==> src/hw/rtl/bnms_pkg.sv <==
`timescale 1ns / 1ps
package bnms_pkg;
	localparam int MaxBoxes = 64;
	localparam int MaxClasses = 16;
	localparam int BoxW = $clog2(MaxBoxes);
	localparam int ClsW = $clog2(MaxClasses);
	localparam int ScoreAw = BoxW + ClsW;

	localparam logic [1:0] OP_LOAD_BOX = 2'd0;
	localparam logic [1:0] OP_LOAD_SCORE = 2'd1;
	localparam logic [1:0] OP_RUN = 2'd2;
	localparam logic [1:0] OP_READ = 2'd3;

	localparam logic CFG_THRESHOLD = 1'b0;
	localparam logic CFG_CLASSES = 1'b1;

	typedef struct packed {
		logic load_box;
		logic load_score;
		logic read_score;
		logic sc_rd;
		logic [BoxW-1:0] sc_box;
		logic [ClsW-1:0] sc_cls;
		logic ge_rd_a;
		logic ge_rd_b;
		logic [BoxW-1:0] ge_box;
		logic zero_b;
		logic rk_we;
		logic [BoxW-1:0] rk_addr;
		logic [BoxW-1:0] rk_wdata;
	} bnms_cmd_t;

	typedef struct packed {
		logic [15:0] sc_data;
		logic [BoxW-1:0] rk_data;
		logic present;
		logic over;
	} bnms_sts_t;
endpackage

==> src/hw/rtl/bnms_ctrl.sv <==
`timescale 1ns / 1ps
module bnms_ctrl (
	input logic clk,
	input logic arst_n,
	input logic start,
	input logic [1:0] op,
	input logic [6:0] box_total,
	input logic [4:0] class_count,
	output logic busy,
	output logic strobe,
	output logic run_done,
	output logic read_sel,
	output bnms_pkg::bnms_cmd_t cmd,
	input bnms_pkg::bnms_sts_t sts
);
	localparam logic [3:0] ST_IDLE = 4'd0, ST_READ = 4'd1, ST_CLS = 4'd2,
		ST_INS_RD = 4'd3, ST_INS_W = 4'd4, ST_INS_CMP = 4'd5, ST_A_RD = 4'd6,
		ST_A_W = 4'd7, ST_A_CHK = 4'd8, ST_B_RD = 4'd9, ST_B_W = 4'd10,
		ST_B_CHK = 4'd11, ST_IOU = 4'd12, ST_DONE = 4'd13, ST_INS_K = 4'd14,
		ST_A_G = 4'd15;
	localparam int CntW = bnms_pkg::BoxW + 1;

	logic [3:0] st_q;
	logic [CntW-1:0] tot_q, i_q, j_q, n_q;
	logic [bnms_pkg::ClsW:0] k_q, kmax_q;
	logic [bnms_pkg::BoxW-1:0] a_q, b_q;
	logic [15:0] s_q;
	logic [2:0] w_q;
	logic acc;

	assign acc = start && !busy;
	assign busy = st_q != ST_IDLE;

	always_ff @(posedge clk or negedge arst_n) begin
		if (!arst_n) begin
			st_q <= ST_IDLE;
			strobe <= 1'b0;
			run_done <= 1'b0;
			read_sel <= 1'b0;
			tot_q <= '0; i_q <= '0; j_q <= '0; n_q <= '0;
			k_q <= '0; kmax_q <= '0; a_q <= '0; b_q <= '0; s_q <= '0; w_q <= '0;
		end else begin
			strobe <= 1'b0;
			run_done <= 1'b0;
			read_sel <= 1'b0;
			case (st_q)
				ST_IDLE: begin
					if (acc) begin
						if (op == bnms_pkg::OP_RUN) begin
							tot_q <= (box_total > 7'(bnms_pkg::MaxBoxes)) ?
								CntW'(bnms_pkg::MaxBoxes) : CntW'(box_total);
							kmax_q <= (class_count > 5'(bnms_pkg::MaxClasses)) ?
								(bnms_pkg::ClsW+1)'(bnms_pkg::MaxClasses)
								: (bnms_pkg::ClsW+1)'(class_count);
							k_q <= '0;
							st_q <= ST_CLS;
						end else if (op == bnms_pkg::OP_READ) begin
							st_q <= ST_READ;
						end else begin
							strobe <= 1'b1;
						end
					end
				end
				ST_READ: begin
					strobe <= 1'b1;
					read_sel <= 1'b1;
					st_q <= ST_IDLE;
				end
				ST_CLS: begin
					if (k_q >= kmax_q) begin
						st_q <= ST_DONE;
					end else begin
						i_q <= '0;
						n_q <= '0;
						st_q <= ST_INS_RD;
					end
				end
				ST_INS_RD: begin
					if (i_q >= tot_q) begin
						i_q <= '0;
						st_q <= ST_A_RD;
					end else if (!sts.present) begin
						i_q <= i_q + 1'b1;
					end else begin
						st_q <= ST_INS_W;
					end
				end
				ST_INS_W: begin
					s_q <= sts.sc_data;
					j_q <= n_q;
					st_q <= ST_INS_K;
				end
				ST_INS_K: begin
					if (j_q == '0) begin
						st_q <= ST_INS_CMP;
					end else begin
						w_q <= 3'd0;
						st_q <= ST_INS_CMP;
					end
				end
				ST_INS_CMP: begin
					// Walk down the rank list one entry per pass; w_q sequences reads.
					if (j_q == '0) begin
						n_q <= n_q + 1'b1;
						i_q <= i_q + 1'b1;
						st_q <= ST_INS_RD;
					end else if (w_q < 3'd3) begin
						w_q <= w_q + 1'b1;
					end else if (sts.sc_data < s_q) begin
						j_q <= j_q - 1'b1;
						w_q <= 3'd0;
					end else begin
						n_q <= n_q + 1'b1;
						i_q <= i_q + 1'b1;
						st_q <= ST_INS_RD;
					end
				end
				ST_A_RD: begin
					if (i_q >= n_q) begin
						k_q <= k_q + 1'b1;
						st_q <= ST_CLS;
					end else begin
						w_q <= 3'd0;
						st_q <= ST_A_W;
					end
				end
				ST_A_W: begin
					if (w_q < 3'd2) begin
						w_q <= w_q + 1'b1;
						a_q <= sts.rk_data;
					end else begin
						st_q <= ST_A_CHK;
						w_q <= 3'd0;
					end
				end
				ST_A_CHK: begin
					if (w_q < 3'd1) begin
						w_q <= w_q + 1'b1;
					end else if (sts.sc_data == 16'd0) begin
						i_q <= i_q + 1'b1;
						st_q <= ST_A_RD;
					end else begin
						st_q <= ST_A_G;
					end
				end
				ST_A_G: begin
					j_q <= i_q + 1'b1;
					st_q <= ST_B_RD;
				end
				ST_B_RD: begin
					if (j_q >= n_q) begin
						i_q <= i_q + 1'b1;
						st_q <= ST_A_RD;
					end else begin
						w_q <= 3'd0;
						st_q <= ST_B_W;
					end
				end
				ST_B_W: begin
					if (w_q < 3'd2) begin
						w_q <= w_q + 1'b1;
						b_q <= sts.rk_data;
					end else begin
						w_q <= 3'd0;
						st_q <= ST_B_CHK;
					end
				end
				ST_B_CHK: begin
					if (w_q < 3'd1) begin
						w_q <= w_q + 1'b1;
					end else if (sts.sc_data == 16'd0) begin
						j_q <= j_q + 1'b1;
						st_q <= ST_B_RD;
					end else begin
						w_q <= 3'd0;
						st_q <= ST_IOU;
					end
				end
				ST_IOU: begin
					if (w_q < 3'd6) begin
						w_q <= w_q + 1'b1;
					end else begin
						j_q <= j_q + 1'b1;
						st_q <= ST_B_RD;
					end
				end
				ST_DONE: begin
					strobe <= 1'b1;
					run_done <= 1'b1;
					st_q <= ST_IDLE;
				end
				default: st_q <= ST_IDLE;
			endcase
		end
	end

	always_comb begin
		cmd = '0;
		cmd.sc_cls = k_q[bnms_pkg::ClsW-1:0];
		cmd.sc_box = i_q[bnms_pkg::BoxW-1:0];
		cmd.rk_addr = j_q[bnms_pkg::BoxW-1:0];
		cmd.ge_box = a_q;
		if (acc && op == bnms_pkg::OP_LOAD_BOX)
			cmd.load_box = 1'b1;
		if (acc && op == bnms_pkg::OP_LOAD_SCORE)
			cmd.load_score = 1'b1;
		if (acc && op == bnms_pkg::OP_READ)
			cmd.read_score = 1'b1;
		case (st_q)
			ST_INS_RD: cmd.sc_rd = 1'b1;
			ST_INS_K: begin
				cmd.rk_addr = j_q[bnms_pkg::BoxW-1:0] - 1'b1;
			end
			ST_INS_CMP: begin
				cmd.rk_addr = j_q[bnms_pkg::BoxW-1:0] - 1'b1;
				cmd.sc_box = sts.rk_data;
				cmd.sc_rd = 1'b1;
				if (j_q == '0 || (w_q == 3'd3 && !(sts.sc_data < s_q))) begin
					cmd.rk_we = 1'b1;
					cmd.rk_addr = j_q[bnms_pkg::BoxW-1:0];
					cmd.rk_wdata = i_q[bnms_pkg::BoxW-1:0];
				end else if (w_q == 3'd3) begin
					cmd.rk_we = 1'b1;
					cmd.rk_addr = j_q[bnms_pkg::BoxW-1:0];
					cmd.rk_wdata = sts.rk_data;
				end
			end
			ST_A_RD, ST_A_W: cmd.rk_addr = i_q[bnms_pkg::BoxW-1:0];
			ST_A_CHK: begin
				cmd.sc_box = a_q;
				cmd.sc_rd = 1'b1;
			end
			ST_A_G: cmd.ge_rd_a = 1'b1;
			ST_B_RD, ST_B_W: cmd.rk_addr = j_q[bnms_pkg::BoxW-1:0];
			ST_B_CHK: begin
				cmd.sc_box = b_q;
				cmd.sc_rd = 1'b1;
				cmd.ge_box = b_q;
				cmd.ge_rd_b = 1'b1;
			end
			ST_IOU: begin
				cmd.sc_box = b_q;
				if (w_q == 3'd6 && sts.over)
					cmd.zero_b = 1'b1;
			end
			default: ;
		endcase
	end

	assert property (@(posedge clk) disable iff (!arst_n) strobe |-> !busy);
	assert property (@(posedge clk) disable iff (!arst_n) run_done |-> strobe);
	assert property (@(posedge clk) disable iff (!arst_n)
		(acc && op == bnms_pkg::OP_RUN) |=> busy);
	assert property (@(posedge clk) disable iff (!arst_n)
		cmd.zero_b |-> st_q == ST_IOU);
endmodule

==> config.mk <==
export PLATFORM = sky130hd
export DESIGN_NAME = bnms_ctrl
export DESIGN_NICKNAME = d
export VERILOG_FILES = /design/src/hw/rtl/bnms_pkg.sv /design/src/hw/rtl/bnms_ctrl.sv
export SDC_FILE = /design/constraint.sdc
export NUM_CORES = 1
export LEC_CHECK = 0
export BUFFER_PORTS_ARGS = -buffer_cell sky130_fd_sc_hd__buf_2
export CAP_MARGIN = 20
export CORE_MARGIN = 2
export CORE_UTILIZATION = 25
export CTS_CLUSTER_SIZE = 8
export DETAILED_ROUTE_END_ITERATION = 7
export GPL_ROUTABILITY_DRIVEN = 0
export PLACE_DENSITY = 0.54
export SYNTH_ARGS = -nofsm -noshare
export SYNTH_HDL_FRONTEND = slang
export SYNTH_SLANG_ARGS = --single-unit
==> constraint.sdc <==
create_clock -name clk -period 3.25 [get_ports clk]
set_clock_uncertainty 0.1 [all_clocks]
set_input_delay 0 -clock clk [delete_from_list [all_inputs] [get_ports clk]]
set_output_delay 0 -clock clk [all_outputs]
set_load 0.05 [all_outputs]
==> results by group <==
Worst setup path
  • Cell depth of the worst flop-to-flop path: 9
  • Arr. time, crit path: approximately 2.9 ns
  • Cell class contributing the biggest share of worst-path delay: simple AND/OR/NAND/NOR gates
  • Reg2reg setup slack: 0.34 ns
  • Worst path max stage delay: roughly 0.57 ns
  • Crit path cell chain: inv_1, ha_1, and4_1, nand4_1, or4_4, nand3_1, buf_4, a21o_1, a22oi_1, nor2_1, buf_2
  • Slowest CP cell: or4_4
  • Startpoint types: flop
  • Critical path peak fanout: 10
  • Setup CP Type: reg -> out
  • R2R Path End: n_q[4]
  • Worst r2r src: s_q[14]
  • Critical Path RT: 3.15 ns
  • WP buf/inv: 3
  • CP Capture Type: output pin

Floorplan
  • Die area: approximately 24,000 sq um
  • Initial core utilization: between 20% and 30%
  • Ports: between 80 and 90
  • Die height: ~160 microns
  • Die W: around 160 microns
  • Row count: 55
  • Core region area: roughly 23,000 sq um

Cells and area
  • ANT cells: 0
  • Layout Area Growth over Synthesis: 28.5%
  • Filler cells: 2,352
  • Layout cells sized above 1: between 10% and 20%
  • Non-filler instance count after layout: between 1,000 and 1,500
  • Fin nets: between 900 and 1,000

STA
  • Period minus WS final: 3.04 ns
  • Setup TNS: 0 ns
  • RSZ-0062 raised after global routing: no
  • Worst slew pin tran: between 0.9 and 1 ns
  • Fin. Hold Viols: 0
  • Fmax: about 330 MHz
  • Final period util: between 90 and 100%
  • Final setup vio count: 0
  • Max-slew violations: 0
  • Slack of the critical path: between 0.2 and 0.25 ns
  • Relative slew slack: between 30% and 40%

Logic synthesis
  • Post-Synth XOR/XNOR Area: under 10%
  • Synth Area in Compound Gates: between 20% and 30%
  • Main combinational cell family by area after synthesis: compound AO/OA/AOI/OAI gates
  • Post-synth ARST share: 100%
  • Dominant synthesized flop cell: dfrtp_1
  • Mapped Avg Cell Area: roughly 8.4 sq um
  • Syn_nets: about 800
  • Seq/Total Area, Yosys: roughly a third
  • Post-Syn Area: between 5000 and 6000 sq um
  • Synth Area in Adders: between 10% and 20%
  • Ys Warns: 0
  • Cells after Synth: around 690
  • Post-synth EDFFs: 0
  • Yosys cell types: 70
  • Mux share of post-synthesis cell area: 5.06%
  • Post-Synth Simple-Gate Area: 20.6%
  • #FFs+latches synth: 76

Drt
  • Vias per Instance: about 5.0
  • TritonRoute pass-1 iters: 6
  • Iteration-0 DRC Markers: between 300 and 400
  • Routed vias: between 5,000 and 6,000
  • DR WL/cell: ~16 microns
  • Antenna-violating nets left: 0
  • Total Wirelength: 17.6 mm
  • DRC Markers: 0

Clock tree
  • Maximum buffer depth of the clock tree: 2
  • Setup bufs post-CTS: 0
  • Clock-pin slew on the worst setup and hold paths: 0.06 ns
  • CTS tree: built
  • CTS root buffer: clkbuf_16
  • TritonCTS Buffers: 9
  • Htree depth: 3
  • CTS sink cnt: 76
  • Clk_lat worst skew: 0.35 ns

Placement
  • Place WS: 0.376 ns
  • Dpl hpwl: between 10 and 15 mm
  • Placed Cells: 1,054
  • IO Port Bufs: 80

Global routing
  • Initial antenna violation count: 0
  • Largest net degree at the start of global routing: slightly below 70
  • Vias in the first global route: 5,477
  • Tot GR Track Use: 14.9%
  • Congestion Overflow GR: 0
  • First-pass GRT wire length: between 20 and 30 mm

Status
  • Status: complete, no violations

Power and ir drop
  • Lkg Pwr: around 3.4 nW
  • VDD IR max: between 300 and 400 uV
  • Power per cell area: 1010 nW/um^2

Job
  • Max-cap violations: 0

Hold path
  • Hold_sp: op[1]
  • HP Class: in -> reg
  • Worst Hold Depth: 4
  • Hold EP: strobe
-- cell type report --
cell class	count	area [sq um]	share of cell area [%]
clock buffer	10	239	3.23
sequential	76	1900	25.7
tap	285	357	4.81
multi-input combinational	535	3560	48.1
clock inverter	6	87.6	1.18
inverter	48	180	2.43
timing repair buffer	155	1080	14.6
-- cells in the final DEF (no fill, tap or decap), drive strengths merged, types with 3 or more instances in the layout --
master	synthesis	final
nand2b	22	22
o22ai	6	6
dfrtp	76	76
nand3	16	16
and2	3	3
dlygate4sd3	0	45
and3	4	4
o21ai	70	70
a211oi	4	4
ha	53	53
a31oi	5	5
clkinv	1	5
and4	3	3
nor4	8	8
inv	47	47
nand2	85	85
a22o	3	3
mux2	25	25
nor2	54	54
a221oi	8	8
a21oi	52	52
a222oi	6	6
buf	10	109
xnor2	11	11
nor2b	11	11
nand4	5	5
nor3b	6	6
a21o	9	9
a22oi	5	5
a221o	4	4
clkbuf	19	11
nor3	14	14
xor2	7	7
-- per-layer routing --
layer	part of all wire, %	GRT usage [%]	wire length, microns	vias to the layer above
met4	2.4	5.29	418	0
met5	0	0	0	-
met3	3.7	2.39	652	28
met2	48	25.5	8490	124
li1	-	-	-	2739
met1	46	19.0	8020	2630
-- sequential cells by signal (all words and copies together), names as in the netlist, 6 cells and up --
register,flops
j_q,7
tot_q,7
b_q,6
a_q,6
i_q,7
n_q,7
s_q,16
-- repair_timing --
action | 4_1_cts | 5_1_grt
hold buffers | 45 | 0
hold endpoints to repair | 108 | 0
setup endpoints to repair | 0 | 5
resized for setup | 0 | 2
-- per-stage QoR --
| stage | cell area (sq um) | utilization [%] | power (mW) | hold slack (ns) |
|---|---|---|---|---|
| global route | 7410 | 32.7 | 8.15 | 0.0806 |
| detailed placement | 6620 | 29.3 | 6.35 | 0.0891 |
| floorplan | 5760 | - | 5.05 | -0.396 |
| CTS | 7400 | 32.7 | 7.54 | 0.0180 |
| global placement | 6620 | 29.3 | 6.31 | 0.0878 |
| finish | 7410 | 32.7 | 7.51 | 0.00744 |
-- how the worst max path moves through the flow --
stage / from / end / slack (ns) / cells after the start
2_1_floorplan: st_q[3] / j_q[6] / 0.15 / 13
3_3_place_gp: s_q[14] / i_q[6] / 0.41 / 9
3_5_place_dp: s_q[13] / i_q[0] / 0.38 / 9
4_1_cts: s_q[9] / cmd[0] / 0.18 / 11
5_1_grt: s_q[15] / cmd[1] / 0.007 / 11
6_report: s_q[14] / cmd[0] / 0.21 / 11
-- where the power goes --
| part | switching (mW) | leakage [nW] | internal [mW] |
|---|---|---|---|
| logic | 3.03 | 2.23 | 1.70 |
| clock network | 0.422 | 0.162 | 0.693 |
| registers | 0.313 | 0.962 | 1.35 |
| total | 3.77 | 3.36 | 3.74 |
-- kinds of logic (layout without fill, tap and decap cells) --
logic type	count (synthesis)	after routing
flip-flops	76	76
AND/OR/NAND/NOR	242	242
multiplexers	26	26
XOR/XNOR	18	18
AO/OA/AOI/OAI	195	195
adder cells (fa/ha/maj)	54	54
buffers and inverters	77	219
-- synth_stat cells, drive strengths merged, types with 3 or more instances --
| master | instances | area (sq um) |
|---|---|---|
| xnor2 | 11 | 96.3 |
| clkbuf | 19 | 71.3 |
| nor4 | 8 | 65.1 |
| nand2b | 22 | 138 |
| mux2 | 25 | 282 |
| a221oi | 8 | 70.1 |
| dfrtp | 76 | 1900 |
| and3 | 4 | 25.0 |
| inv | 47 | 176 |
| a222oi | 6 | 60.1 |
| nor3 | 14 | 81.3 |
| and4 | 3 | 26.3 |
| a31oi | 5 | 31.3 |
| nand4 | 5 | 31.3 |
| nand3 | 16 | 80.1 |
| a22o | 3 | 26.3 |
| xor2 | 7 | 61.3 |
| ha | 53 | 663 |
| a21oi | 52 | 260 |
| buf | 10 | 57.6 |
| a211oi | 4 | 30.0 |
| and2 | 3 | 20.0 |
| o22ai | 6 | 37.5 |
| nor2b | 11 | 68.8 |
| nand2 | 85 | 319 |
| nor2 | 54 | 203 |
| a22oi | 5 | 37.5 |
| a21o | 9 | 68.8 |
| a221o | 4 | 41.3 |
| o21ai | 70 | 354 |
| nor3b | 6 | 45.0 |
-- worst min-delay path: stages --
cell	delay, ns
buf_2	0.14
nor2b_1	0.05
o21ai_0	0.13
a21oi_1	0.08
Power figures use the tool's default switching activity.
